--- config.mk ---
export PLATFORM = sky130hd
export DESIGN_NAME = crc_framed_message_builder_core
export DESIGN_NICKNAME = d
export VERILOG_FILES = /design/src/design/cfmb_pkg.sv /design/src/design/crc_framed_message_builder_core.sv /design/src/design/cfmb_ram.sv /design/src/design/cfmb_datapath.sv /design/src/design/cfmb_ctrl.sv
export SDC_FILE = /design/constraint.sdc
export NUM_CORES = 1
export LEC_CHECK = 0
export ABC_AREA = 1
export BUFFER_PORTS_ARGS = -buffer_cell sky130_fd_sc_hd__buf_2
export CAP_MARGIN = 5
export CORE_MARGIN = 5
export CORE_UTILIZATION = 59
export CTS_BUF_LIST = sky130_fd_sc_hd__clkbuf_8
export DETAILED_ROUTE_END_ITERATION = 12
export PLACE_DENSITY = 0.83
export SYNTH_ARGS = -nofsm -noshare
export SYNTH_HDL_FRONTEND = slang
export SYNTH_SLANG_ARGS = --single-unit
--- constraint.sdc ---
create_clock -name clk -period 4.5 [get_ports clk]
set_input_delay 0.675 -clock clk [delete_from_list [all_inputs] [get_ports clk]]
set_output_delay 0.675 -clock clk [all_outputs]
set_load 0.05 [all_outputs]
--- src/design/cfmb_pkg.sv ---
// Package: constants, codes and controller/datapath interface types of the frame builder.
package cfmb_pkg;

	localparam int PAYLOAD_DEPTH = 48;
	localparam int CNT_W = $clog2(PAYLOAD_DEPTH + 1);
	localparam int ADDR_W = (PAYLOAD_DEPTH > 1) ? $clog2(PAYLOAD_DEPTH) : 1;
	localparam int SEQ_W = $clog2(PAYLOAD_DEPTH + 12);

	localparam int S_TDATA_W = 32;
	localparam int S_TUSER_W = 1;
	localparam int M_TDATA_W = 8;
	localparam int M_TUSER_W = 2;
	localparam int CFG_IDX_W = 2;
	localparam int CFG_DATA_W = 16;

	// register indexes
	localparam logic [CFG_IDX_W-1:0] CFG_NETWORK_ID = 2'd0;
	localparam logic [CFG_IDX_W-1:0] CFG_SENDER_ID = 2'd1;
	localparam logic [CFG_IDX_W-1:0] CFG_MAX_FRAME_LEN = 2'd2;

	localparam logic [15:0] MAX_FRAME_RESET = 16'd64;
	localparam logic [15:0] CRC16_INIT = 16'hFFFF;
	localparam logic [15:0] CRC16_POLY = 16'h1021;
	localparam logic [7:0] CRC8_INIT = 8'hFF;
	localparam logic [7:0] CRC8_POLY = 8'h8C;
	localparam logic [15:0] LEN_OFFSET = 16'd32771; // two CRC bytes plus 32769
	localparam logic [16:0] FRAME_OVERHEAD = 17'd16;

	localparam logic [7:0] CH_STX = 8'h02;
	localparam logic [7:0] CH_CR = 8'h0D;
	localparam logic [7:0] CH_ETX = 8'h03;

	// sequence counter end points
	localparam int HDR_CRC_LAST = 6; // seven header bytes under CRC-8
	localparam int HDR_START = 3; // header follows the three start bytes
	localparam int PRE_LAST = 10; // start bytes plus header
	localparam int POST_LAST = 4; // CRC-16 bytes plus end bytes

	typedef enum logic [1:0] {
		ST_FRAME = 2'd0,
		ST_TOO_LONG = 2'd1,
		ST_OVERFLOW = 2'd2
	} status_t;

	typedef enum logic [1:0] {
		SEL_PRE = 2'd0,
		SEL_PAY = 2'd1,
		SEL_POST = 2'd2,
		SEL_ERR = 2'd3
	} sel_t;

	typedef enum logic [2:0] {
		S_IDLE = 3'd0,
		S_CHECK = 3'd1,
		S_CRC8 = 3'd2,
		S_PRE = 3'd3,
		S_PAY = 3'd4,
		S_POST = 3'd5,
		S_ERR = 3'd6
	} state_t;

	typedef struct packed {
		logic accept;
		logic crc8_init;
		logic crc8_step;
		logic cnt_clr;
		logic cnt_inc;
		logic load;
		sel_t sel;
		logic clear_msg;
	} cmd_t;

	typedef struct packed {
		logic [SEQ_W-1:0] cnt;
		logic [CNT_W-1:0] count;
		logic overflowed;
		logic too_long;
		logic out_free;
		logic pay_last;
	} sts_t;

endpackage

--- src/design/crc_framed_message_builder_core.sv ---
// Top level: framed message builder with CRC-8 header and CRC-16 payload check.
//
//  channel   | direction | words                       | fields
//  ----------+-----------+-----------------------------+---------------------------------
//  cfg       | in        | register writes             | index 0 network, 1 sender, 2 max len
//  s_axis    | in        | payload bytes, one per word | data, present, last, header fields
//  m_axis    | out       | frame bytes or error word   | byte, frame end, status
//
// Payload words are taken at one per cycle while collecting. After the last word the
// block runs the length check and then the header CRC-8 (one header byte per cycle),
// then sends n+16 frame words at one per cycle while the output is not stalled, the
// store read one address ahead. The input is held off from the last word until the
// final frame word is loaded into the output register.
// Reset clears control state and config registers only; the payload store needs no clearing pass.
// A stall on the output simply holds the sequencer; nothing is dropped.
module crc_framed_message_builder_core (
	input logic clk,
	input logic arst_n,
	input logic cfg_we,
	input logic [cfmb_pkg::CFG_IDX_W-1:0] cfg_index,
	input logic [cfmb_pkg::CFG_DATA_W-1:0] cfg_data,
	input logic s_tvalid,
	output logic s_tready,
	// [7:0] data_byte, [15:8] receiver_id, [23:16] message_id, [24] need_ack, [25] is_ack
	input logic [cfmb_pkg::S_TDATA_W-1:0] s_tdata,
	input logic s_tlast,
	// [0] byte_present
	input logic [cfmb_pkg::S_TUSER_W-1:0] s_tuser,
	output logic m_tvalid,
	input logic m_tready,
	// [7:0] frame_byte
	output logic [cfmb_pkg::M_TDATA_W-1:0] m_tdata,
	output logic m_tlast,
	// [1:0] status
	output logic [cfmb_pkg::M_TUSER_W-1:0] m_tuser
);
	import cfmb_pkg::*;

	cmd_t cmd;
	sts_t sts;

	// sequencer: decides when words are taken and which frame byte goes out next
	cfmb_ctrl u_ctrl (
		.clk(clk),
		.arst_n(arst_n),
		.s_tvalid(s_tvalid),
		.s_tlast(s_tlast),
		.s_tready(s_tready),
		.sts(sts),
		.cmd(cmd)
	);

	// storage, CRC units, header build and the output word register
	cfmb_datapath u_datapath (
		.clk(clk),
		.arst_n(arst_n),
		.cfg_we(cfg_we),
		.cfg_index(cfg_index),
		.cfg_data(cfg_data),
		.s_tdata(s_tdata),
		.s_tuser(s_tuser),
		.s_tlast(s_tlast),
		.cmd(cmd),
		.sts(sts),
		.m_tvalid(m_tvalid),
		.m_tready(m_tready),
		.m_tdata(m_tdata),
		.m_tlast(m_tlast),
		.m_tuser(m_tuser)
	);

endmodule

--- src/design/cfmb_ram.sv ---
// Generic single-port-write, registered-read RAM.
module cfmb_ram #(
	parameter int WIDTH = 8,
	parameter int DEPTH = 48
) (
	input logic clk,
	input logic we,
	input logic [((DEPTH > 1) ? $clog2(DEPTH) : 1)-1:0] waddr,
	input logic [WIDTH-1:0] wdata,
	input logic [((DEPTH > 1) ? $clog2(DEPTH) : 1)-1:0] raddr,
	output logic [WIDTH-1:0] rdata
);

	logic [WIDTH-1:0] mem_q [DEPTH];

	always_ff @(posedge clk) begin
		if (we) begin
			mem_q[waddr] <= wdata;
		end
		rdata <= mem_q[raddr];
	end

endmodule

--- src/design/cfmb_datapath.sv ---
// Datapath: config registers, payload store, CRC units, header and output word register.
module cfmb_datapath (
	input logic clk,
	input logic arst_n,
	input logic cfg_we,
	input logic [cfmb_pkg::CFG_IDX_W-1:0] cfg_index,
	input logic [cfmb_pkg::CFG_DATA_W-1:0] cfg_data,
	input logic [cfmb_pkg::S_TDATA_W-1:0] s_tdata,
	input logic [cfmb_pkg::S_TUSER_W-1:0] s_tuser,
	input logic s_tlast,
	input cfmb_pkg::cmd_t cmd,
	output cfmb_pkg::sts_t sts,
	output logic m_tvalid,
	input logic m_tready,
	output logic [cfmb_pkg::M_TDATA_W-1:0] m_tdata,
	output logic m_tlast,
	output logic [cfmb_pkg::M_TUSER_W-1:0] m_tuser
);
	import cfmb_pkg::*;

	function automatic logic [15:0] crc16_byte(input logic [15:0] crc, input logic [7:0] b);
		logic [15:0] c;
		c = crc ^ {b, 8'h00};
		for (int k = 0; k < 8; k++) begin
			c = c[15] ? ({c[14:0], 1'b0} ^ CRC16_POLY) : {c[14:0], 1'b0};
		end
		return c;
	endfunction

	function automatic logic [7:0] crc8_byte(input logic [7:0] crc, input logic [7:0] b);
		logic [7:0] c;
		c = crc ^ b;
		for (int k = 0; k < 8; k++) begin
			c = c[0] ? ({1'b0, c[7:1]} ^ CRC8_POLY) : {1'b0, c[7:1]};
		end
		return c;
	endfunction

	logic [7:0] net_q, snd_q;
	logic [15:0] maxlen_q;
	logic [CNT_W-1:0] count_q;
	logic [15:0] crc16_q;
	logic ovf_q;
	logic [7:0] rx_q, mid_q;
	logic need_ack_q, is_ack_q;
	logic [7:0] crc8_q;
	logic [SEQ_W-1:0] cnt_q, cnt_next, cnt_hdr;
	logic m_tvalid_q, m_tlast_q;
	logic [7:0] m_tdata_q;
	status_t m_tuser_q;

	logic [7:0] in_byte;
	logic present, room, wr_en;
	logic [ADDR_W-1:0] rd_addr;
	logic [7:0] rd_data;
	logic [2:0] hdr_idx;
	logic [7:0] hdr_byte, flags, crc8_fin;
	logic [15:0] len_field, crc16_fin;
	logic out_free;
	logic [7:0] nxt_byte;
	logic nxt_last;
	status_t nxt_st;

	assign in_byte = s_tdata[7:0];
	assign present = s_tuser[0];
	assign room = (count_q < CNT_W'(PAYLOAD_DEPTH));
	assign wr_en = cmd.accept && present && room;

	// config registers
	always_ff @(posedge clk or negedge arst_n) begin
		if (!arst_n) begin
			net_q <= '0;
			snd_q <= '0;
			maxlen_q <= MAX_FRAME_RESET;
		end else if (cfg_we) begin
			case (cfg_index)
				CFG_NETWORK_ID: net_q <= cfg_data[7:0];
				CFG_SENDER_ID: snd_q <= cfg_data[7:0];
				CFG_MAX_FRAME_LEN: maxlen_q <= cfg_data;
				default: ;
			endcase
		end
	end

	// message state
	always_ff @(posedge clk or negedge arst_n) begin
		if (!arst_n) begin
			count_q <= '0;
			crc16_q <= CRC16_INIT;
			ovf_q <= 1'b0;
		end else if (cmd.clear_msg) begin
			count_q <= '0;
			crc16_q <= CRC16_INIT;
			ovf_q <= 1'b0;
		end else if (cmd.accept && present) begin
			if (room) begin
				count_q <= count_q + CNT_W'(1);
				crc16_q <= crc16_byte(crc16_q, in_byte);
			end else begin
				ovf_q <= 1'b1;
			end
		end
	end

	// header fields sampled on the last word
	always_ff @(posedge clk) begin
		if (cmd.accept && s_tlast) begin
			rx_q <= s_tdata[15:8];
			mid_q <= s_tdata[23:16];
			need_ack_q <= s_tdata[24];
			is_ack_q <= s_tdata[25];
		end
	end

	cfmb_ram #(
		.WIDTH(8),
		.DEPTH(PAYLOAD_DEPTH)
	) u_store (
		.clk(clk),
		.we(wr_en),
		.waddr(count_q[ADDR_W-1:0]),
		.wdata(in_byte),
		.raddr(rd_addr),
		.rdata(rd_data)
	);

	// sequence counter; the store is read ahead at the next count
	always_comb begin
		if (cmd.cnt_clr) begin
			cnt_next = '0;
		end else if (cmd.cnt_inc) begin
			cnt_next = cnt_q + SEQ_W'(1);
		end else begin
			cnt_next = cnt_q;
		end
	end

	assign rd_addr = (cnt_next < SEQ_W'(PAYLOAD_DEPTH)) ? cnt_next[ADDR_W-1:0] : '0;

	always_ff @(posedge clk or negedge arst_n) begin
		if (!arst_n) begin
			cnt_q <= '0;
		end else begin
			cnt_q <= cnt_next;
		end
	end

	// header bytes
	assign len_field = 16'(count_q) + LEN_OFFSET;
	assign flags = {1'b1, 4'b0000, is_ack_q, need_ack_q && (rx_q != 8'h00), 1'b0};
	assign crc8_fin = (crc8_q == 8'h00) ? 8'h01 : crc8_q;
	assign crc16_fin = (crc16_q == 16'h0000) ? 16'h0001 : crc16_q;
	assign cnt_hdr = cnt_q - SEQ_W'(HDR_START);
	assign hdr_idx = cmd.crc8_step ? cnt_q[2:0] : cnt_hdr[2:0];

	always_comb begin
		case (hdr_idx)
			3'd0: hdr_byte = net_q + 8'd1;
			3'd1: hdr_byte = snd_q + 8'd1;
			3'd2: hdr_byte = rx_q + 8'd1;
			3'd3: hdr_byte = mid_q + 8'd1;
			3'd4: hdr_byte = flags;
			3'd5: hdr_byte = len_field[7:0];
			3'd6: hdr_byte = len_field[15:8];
			default: hdr_byte = crc8_fin;
		endcase
	end

	always_ff @(posedge clk or negedge arst_n) begin
		if (!arst_n) begin
			crc8_q <= CRC8_INIT;
		end else if (cmd.crc8_init) begin
			crc8_q <= CRC8_INIT;
		end else if (cmd.crc8_step) begin
			crc8_q <= crc8_byte(crc8_q, hdr_byte);
		end
	end

	// next output word
	always_comb begin
		nxt_byte = 8'h00;
		nxt_last = 1'b0;
		nxt_st = ST_FRAME;
		case (cmd.sel)
			SEL_PRE: begin
				if (cnt_q == SEQ_W'(1)) begin
					nxt_byte = CH_CR;
				end else if (cnt_q < SEQ_W'(HDR_START)) begin
					nxt_byte = CH_STX;
				end else begin
					nxt_byte = hdr_byte;
				end
			end
			SEL_PAY: nxt_byte = rd_data;
			SEL_POST: begin
				case (cnt_q)
					SEQ_W'(0): nxt_byte = crc16_fin[7:0];
					SEQ_W'(1): nxt_byte = crc16_fin[15:8];
					SEQ_W'(3): nxt_byte = CH_CR;
					default: nxt_byte = CH_ETX;
				endcase
				nxt_last = (cnt_q == SEQ_W'(POST_LAST));
			end
			default: begin
				nxt_last = 1'b1;
				nxt_st = ovf_q ? ST_OVERFLOW : ST_TOO_LONG;
			end
		endcase
	end

	// output word register
	assign out_free = !m_tvalid_q || m_tready;

	always_ff @(posedge clk or negedge arst_n) begin
		if (!arst_n) begin
			m_tvalid_q <= 1'b0;
		end else if (cmd.load) begin
			m_tvalid_q <= 1'b1;
		end else if (m_tready) begin
			m_tvalid_q <= 1'b0;
		end
	end

	always_ff @(posedge clk) begin
		if (cmd.load) begin
			m_tdata_q <= nxt_byte;
			m_tlast_q <= nxt_last;
			m_tuser_q <= nxt_st;
		end
	end

	assign m_tvalid = m_tvalid_q;
	assign m_tdata = m_tdata_q;
	assign m_tlast = m_tlast_q;
	assign m_tuser = m_tuser_q;

	always_comb begin
		sts.cnt = cnt_q;
		sts.count = count_q;
		sts.overflowed = ovf_q;
		sts.too_long = ({1'b0, 16'(count_q)} + FRAME_OVERHEAD) > {1'b0, maxlen_q};
		sts.out_free = out_free;
		sts.pay_last = (cnt_q + SEQ_W'(1)) == SEQ_W'(count_q);
	end

`ifndef NO_ASSERTIONS
	a_ovf_full: assert property (@(posedge clk) disable iff (!arst_n)
		ovf_q |-> (count_q == CNT_W'(PAYLOAD_DEPTH)))
		else $error("overflow flag set with room left in the store");
	a_load_free: assert property (@(posedge clk) disable iff (!arst_n)
		cmd.load |-> (!m_tvalid_q || m_tready))
		else $error("output word overwritten before it was taken");
`endif

endmodule

--- src/design/cfmb_ctrl.sv ---
// Controller: sequences collection, length check, header CRC and frame or error-word emission.
module cfmb_ctrl (
	input logic clk,
	input logic arst_n,
	input logic s_tvalid,
	input logic s_tlast,
	output logic s_tready,
	input cfmb_pkg::sts_t sts,
	output cfmb_pkg::cmd_t cmd
);
	import cfmb_pkg::*;

	state_t state_q, state_d;

	always_ff @(posedge clk or negedge arst_n) begin
		if (!arst_n) begin
			state_q <= S_IDLE;
		end else begin
			state_q <= state_d;
		end
	end

	always_comb begin
		state_d = state_q;
		cmd = '0;
		cmd.sel = SEL_PRE;
		s_tready = 1'b0;
		case (state_q)
			S_IDLE: begin
				s_tready = 1'b1;
				if (s_tvalid) begin
					cmd.accept = 1'b1;
					if (s_tlast) begin
						state_d = S_CHECK;
					end
				end
			end
			S_CHECK: begin
				cmd.cnt_clr = 1'b1;
				cmd.crc8_init = 1'b1;
				if (sts.overflowed || sts.too_long) begin
					state_d = S_ERR;
				end else begin
					state_d = S_CRC8;
				end
			end
			S_CRC8: begin
				cmd.crc8_step = 1'b1;
				if (sts.cnt == SEQ_W'(HDR_CRC_LAST)) begin
					cmd.cnt_clr = 1'b1;
					state_d = S_PRE;
				end else begin
					cmd.cnt_inc = 1'b1;
				end
			end
			S_PRE: begin
				if (sts.out_free) begin
					cmd.load = 1'b1;
					if (sts.cnt == SEQ_W'(PRE_LAST)) begin
						cmd.cnt_clr = 1'b1;
						state_d = (sts.count == '0) ? S_POST : S_PAY;
					end else begin
						cmd.cnt_inc = 1'b1;
					end
				end
			end
			S_PAY: begin
				cmd.sel = SEL_PAY;
				if (sts.out_free) begin
					cmd.load = 1'b1;
					if (sts.pay_last) begin
						cmd.cnt_clr = 1'b1;
						state_d = S_POST;
					end else begin
						cmd.cnt_inc = 1'b1;
					end
				end
			end
			S_POST: begin
				cmd.sel = SEL_POST;
				if (sts.out_free) begin
					cmd.load = 1'b1;
					if (sts.cnt == SEQ_W'(POST_LAST)) begin
						cmd.clear_msg = 1'b1;
						cmd.cnt_clr = 1'b1;
						state_d = S_IDLE;
					end else begin
						cmd.cnt_inc = 1'b1;
					end
				end
			end
			S_ERR: begin
				cmd.sel = SEL_ERR;
				if (sts.out_free) begin
					cmd.load = 1'b1;
					cmd.clear_msg = 1'b1;
					state_d = S_IDLE;
				end
			end
			default: state_d = S_IDLE;
		endcase
	end

`ifndef NO_ASSERTIONS
	a_pay_nonempty: assert property (@(posedge clk) disable iff (!arst_n)
		(state_q == S_PAY) |-> (sts.count != '0))
		else $error("payload phase entered with an empty store");
	a_clear_idle: assert property (@(posedge clk) disable iff (!arst_n)
		cmd.clear_msg |=> (state_q == S_IDLE))
		else $error("message cleared without returning to idle");
	a_crc8_range: assert property (@(posedge clk) disable iff (!arst_n)
		(state_q == S_CRC8) |-> (sts.cnt <= SEQ_W'(HDR_CRC_LAST)))
		else $error("header CRC count ran past the header");
`endif

endmodule
# Word level (Yosys, flattened, before mapping)
# Memory sizes are Yosys's and may differ from the RTL's. A register that Yosys moved wholly into a read port is not among the register bits.
# Cells that the tools add are included.
# totals
inputBits	57
latch_bits	0
out_inout_bits	13
ramBits	384
romBits	0
word_cells	190
mem_count	1
reg_bits	102
# op_classes
shift	0
reduce_logical	28
n_mux	80
n_div	0
multipliers	0
n_addsub	9
bitwise_logic	18
eq_ne	33
magnitude_cmp	4
# memory_table
name	depth	word_bits	rd	rd_ports_with_merged_regs	wr	line	rtl
u_datapath.u_store.mem_q	48	8	1	1	1	cfmb_ram.sv:14	logic [WIDTH-1:0] mem_q [DEPTH];
# op_table
operator	count
$mux W13	8
$mux W8	13
$mux W16	4
$pmux W8 S7	1
$pmux W8 S3	2
$mux W3	15
$mux W6	6
$add A8 B1 Y8 const B	4
$not A2 Y3	8
$not A3 Y3	8
$mux W1	23
$pmux W3 S7	1
$eq A3 B3 Y1 const B	6
$gt A17 B16 Y1	1
$add A6 B16 Y16 const B	1
$logic_not A16 Y1	1
$xor A16 B16 Y16	1
$ne A2 B1 Y1 const B	7
$add A6 B1 Y6 const B	2
$eq A3 B2 Y1 const B	4
$eq A6 B3 Y1 const B	2
$logic_not A6 Y1	2
$lt A6 B6 Y1 const B	2
$reduce_and A10 Y1	1
other kinds (28)	49

# Longest topological paths before layout
# logic_depth
ltp_word	24
ltp_mapped	31
mapped_depth_nobuf	30

# Cells and area by module
# From an unflattened synthesis, not the netlist that was laid out.
# unflattened
cells_unflattened	2151
area_unflattened_um2	22460.3
# by_module_without_submodules
mod	cells_per_inst	area_per_inst_um2	seq_area_each_um2	n_inst
cfmb_ram	1331	15852.7	11691.2	1
cfmb_datapath	734	6072.1	2653.8	1
cfmb_ctrl	86	535.5	75.1	1

# Worst setup path before layout
# OpenSTA, ideal clock, no wires.
# synth_timing
path_type	register to register
startpoint	register u_ctrl.state_q[1]
endpoint	memory u_datapath.u_store.mem_q[47][0] (enable)
stages_incl_launch_ff	11
setup_time_ns	0.395
path_slack_ns	0.899
arrival_ns	3.207
path_buffers	3
t_required_ns	4.105
synth_period_minus_slack_ns	3.601
cell_sequence	dfrtp_1 -> buf_4 -> nor2_1 -> inv_1 -> nor2_1 -> nand3_1 -> nor2_1 -> clkbuf_1 -> inv_1 -> clkbuf_1 -> nor4_1
# synth_via
elab_chain_len	6
# synth_rtl
element	line	rtl
from (decl)	cfmb_ctrl.sv:13	state_t state_q, state_d;
from (signal assigned)	cfmb_ctrl.sv:19	state_q <= state_d;
$logic_not A3 Y1	cfmb_ctrl.sv:28	case (state_q)
$mux W1	cfmb_ctrl.sv:28	
$logic_and A1 B1 Y1 (2 in series)	cfmb_datapath.sv:67	assign wr_en = cmd.accept && present && room;
$mux W1	cfmb_ram.sv:17	if (we) begin
$mux W1 (implied by the code)	cfmb_ram.sv:18	mem_q[waddr] <= wdata;
to (decl)	cfmb_ram.sv:14	
# No other way between the ends.

# Worst setup path after layout
# layout_timing
startpoint	register u_datapath.cnt_q[0]
endpoint	register u_datapath.u_store.rdata[2] (read register of u_datapath.u_store.mem_q)
# layout_via
elab_chain_len	9
word_cells_on_any_way	22
cone_classes	add/sub: 1; order compare: 1; eq/ne: 4; mux: 16
# layout_rtl
element	line	rtl
from (decl)	cfmb_datapath.sv:47	logic [SEQ_W-1:0] cnt_q, cnt_next, cnt_hdr;
from (signal assigned)	cfmb_datapath.sv:144	cnt_q <= cnt_next;
$add A6 B1 Y6	cfmb_datapath.sv:132, cfmb_datapath.sv:243	
$eq A6 B6 Y1	cfmb_datapath.sv:243	sts.pay_last = (cnt_q + SEQ_W'(1)) == SEQ_W'(count_q);
$mux W1	cfmb_ctrl.sv:71	if (sts.pay_last) begin
$mux W3	cfmb_ctrl.sv:69	if (sts.out_free) begin
$pmux W1 S4	cfmb_ctrl.sv:28	
$mux W6	cfmb_datapath.sv:131	end else if (cmd.cnt_inc) begin
$mux W6 (*)	cfmb_datapath.sv:129	if (cmd.cnt_clr) begin
net u_datapath.cnt_next[5]	cfmb_datapath.sv:47	
$lt A6 B6 Y1	cfmb_datapath.sv:138	assign rd_addr = (cnt_next < SEQ_W'(PAYLOAD_DEPTH)) ? cnt_next[ADDR_W-1:0] : '0;
$mux W6 (*)	cfmb_datapath.sv:138	
to (decl)	cfmb_ram.sv:11	output logic [WIDTH-1:0] rdata
# The timed path passes the listed nets; every way through them passes the cells marked *.
# A chain may end at the register's enable or synchronous reset.

==> impl_results.md <==
* Post-Synth Adder-Cell Area at 1.02%
* Detailed Route Iter0 Violations at 1962
* Initial core utilization at 59.2%
* GRT Residual Overflow at 0
* Routed wire length at 57700 µm
* Min-Delay Path Class: primary input to async pin
* Port Buffer Count at 63
* Total GRT Usage at 26.3%
* Worst Tran Pin Value at 0.969 ns
* Vias in the first global route at 17047
* CORE AREA at 0.0395 mm²
* Final number of setup-violating endpoints at 0
* Mapped Nets at 2445
* #FFs+latches synth at 494
* Largest family of logic cells by synthesized area: simple AND/OR/NAND/NOR gates
* Worst EP arrival at 4.67 ns
* Relative max-transition margin at 35.4%
* CTS resizes at 0
* Cells after synthesis at 2369
* Hold buffers post-CTS at 0
* Critical Path Sink Type: flip-flop
* CP Class: flip-flop to flip-flop
* Critical Path Start Type: flip-flop
* Clock Pin Slew Worst Setup and Hold Paths at 0.06 ns
* Routed len/inst at 19.2 µm
* Nets at 2503
* Worst skew pair latency at 0.64 ns
* Post-Synth XOR/XNOR Area at 1.05%
* Die Y at 209 µm
* Fraction of registers with async set/reset at 14.8%
* Filler Cells Inserted at 2952
* First-pass GRT wire length at 91200 µm
* Die ar. at 0.0437 mm²
* Ant diodes at 0
* Critical path peak fanout at 45
* Status: finished clean
* Post-synth EDFFs at 413
* CTS buffer count at 77
* Final Hold Fails at 0
* Final Cycle Share at 93.0%
* # DRC at 0
* Area Growth Syn to Fin at 9.19%
* Storage cell area at 0.0144 mm²
* Mux cell area share after synthesis at 0.241%
* Post-synthesis cell area at 0.0234 mm²
* Critical Path RT at 4.98 ns
* Most frequent cells in the layout: 600 x nand2_1, 417 x nand3_1, 413 x edfxtp_1, 273 x inv_1, 133 x nor2_1
* MaxCap Viol Count at 0
* Boundary Pins at 70
* Library cells used by synthesis at 54
* Hpwl dp at 36300 µm
* Vias per inst at 5.82
* Top post-synthesis cells by area: edfxtp_1 53%, nand2_1 9.6%, nand3_1 8.9%
* Via count at 17511
* Synth Area in Compound Gates at 3.39%
* Post-CTS Setup Bufs at 0
* Commonest non-fill, non-tap cell in the layout: nand2_1
* Pin count of the biggest net entering global routing at 117
* Post-synthesis sequential area ratio at 61.7%
* Width of the die at 209 µm
* Final GP Congestion at 0.969
* Clock skew at 0.0359 ns
* Initial antenna violation count at 0
* RSZ-0062 raised after global routing: no
* CTS root buf: clkbuf_8
* Simple-gate share of the synthesized area at 25.9%
* Fraction of layout instances using a drive strength above 1 at 10.5%
* Max-slew violations at 0
* Largest area contributor in the netlist: edfxtp_1
* Prevailing post-synth register cell: edfxtp_1
* WHS at 0.217 ns
* Tmin final at 4.19 ns
* Bufs on Longest Clock Path at 3
* Synth top area share at 53.1%
* Row cnt at 73
* Routed Antenna Nets at 0
* Drt pass-1 iters at 6
* Total clock sinks at 494
* Warnings, synthesis at 0
* CTS tree: built
* Post-layout util at 64.7%
* Syn Area/Cell at 9.86 µm²
* Multi-input gate area at 0.00742 mm²
* Htree depth at 3
* Total Neg Setup Slack at 0 ns
* Fmax achieved at 239 MHz
==> cells in the mapped netlist, types with 8 or more instances <==
master    count
nor3_1       11
edfxtp_1    413
xnor2_1      11
o21ai_0      65
nand3_1     417
nand3b_1    101
xor2_1       12
buf_2        77
dfstp_2      25
nand2_1     600
nor2_1      133
nand2_2       9
inv_1       247
dfxtp_1       8
a21oi_1      23
clkbuf_1     23
dfrtp_1      48
nand4_1      17
ha_1         19
buf_4         8
inv_2        12
==> metrics by stage <==
step	area, µm²	std cells	setup WS (ns)
after floorplan	23400	2369	0.899
after global placement	24100	2873	0.491
after detailed placement	24100	2873	0.469
after CTS	25500	3007	0.447
after global routing	25500	3007	0.0694
final	25500	3007	0.314
==> flip-flops by register name, summed over array words and instances, names as in the netlist, 2 cells and up <==
name / cells
u_ctrl.state_q: 3
u_datapath.cnt_q: 6
u_datapath.count_q: 6
u_datapath.crc16_q: 16
u_datapath.crc8_q: 8
u_datapath.m_tdata: 8
u_datapath.m_tuser: 2
u_datapath.maxlen_q: 16
u_datapath.mid_q: 8
u_datapath.net_q: 8
u_datapath.rx_q: 8
u_datapath.snd_q: 8
u_datapath.u_store.mem_q: 384
u_datapath.u_store.rdata: 8
==> logic make-up (layout without fill, tap and decap cells) <==
logic type      after synthesis  after routing
mux                           5              5
simple gates               1317           1317
flops                       494            494
compound gates              133            133
buf+inv                     376            489
xor+xnor                     25             25
fa+ha+maj                    19             19
==> worst max-delay path, stage by stage, from the launching register on <==
cell and delay [ns]:
dfrtp_1 0.52, ha_1 0.27, nand2_1 0.07, inv_1 0.08, nand2_1 0.07, xor2_1 0.24, xor2_1 0.10, nor2_1 0.16
nand2_2 0.11, nand2_2 0.10, nand2_4 0.09, nand2_1 0.08, nand2_1 0.10, nor2_4 0.18, nand2_8 0.24, nand2_1 0.18
clkinv_1 0.68, nand3_1 0.47, nand2_1 0.10, nand2_1 0.08, nand3_1 0.10
==> final cells by class <==
type,count,share of cell area (%)
Sequential cell,494,56.5
Multi-Input combinational cell,1499,29.1
Clock buffer,86,4.64
Inverter,262,3.85
Tap cell,525,2.57
Timing Repair Buffer,93,2.52
Clock inverter,48,0.799
==> path summary, 6_finish.rpt <==
kind,start,end,slack [ns],cells past startpoint
max in group asynchronous,arst_n,u_ctrl.state_q[2]$_DFFE_PN0P_,3.66,1
setup / recovery,u_datapath.cnt_q[0]$_DFF_PN0_,u_datapath.u_store.rdata[2]$_DFF_P_,0.31,20
hold reg to reg,u_datapath.net_q[4]$_DFFE_PN0P_,u_datapath.net_q[4]$_DFFE_PN0P_,0.48,2
hold / removal,arst_n,u_datapath.maxlen_q[5]$_DFFE_PN0P_,0.22,1
setup reg to reg,u_datapath.cnt_q[0]$_DFF_PN0_,u_datapath.u_store.rdata[2]$_DFF_P_,0.31,20
min in group clk,s_tdata[9],u_datapath.rx_q[1]$_DFFE_PP_,0.23,1
==> routing by layer <==
layer  share of wire (%)  track usage (%)  wire [µm]  up-vias
met5                   0                0          0        -
met4                 4.5             12.5       2620        0
met3                 9.5             5.87       5470      168
met2                  48             42.5      27500      909
met1                  38             34.3      22200     8288
li1                    -                -          -     8146
Power is not shown: default switching activity piles up to over one toggle a cycle in this logic, so the estimate is an artifact.
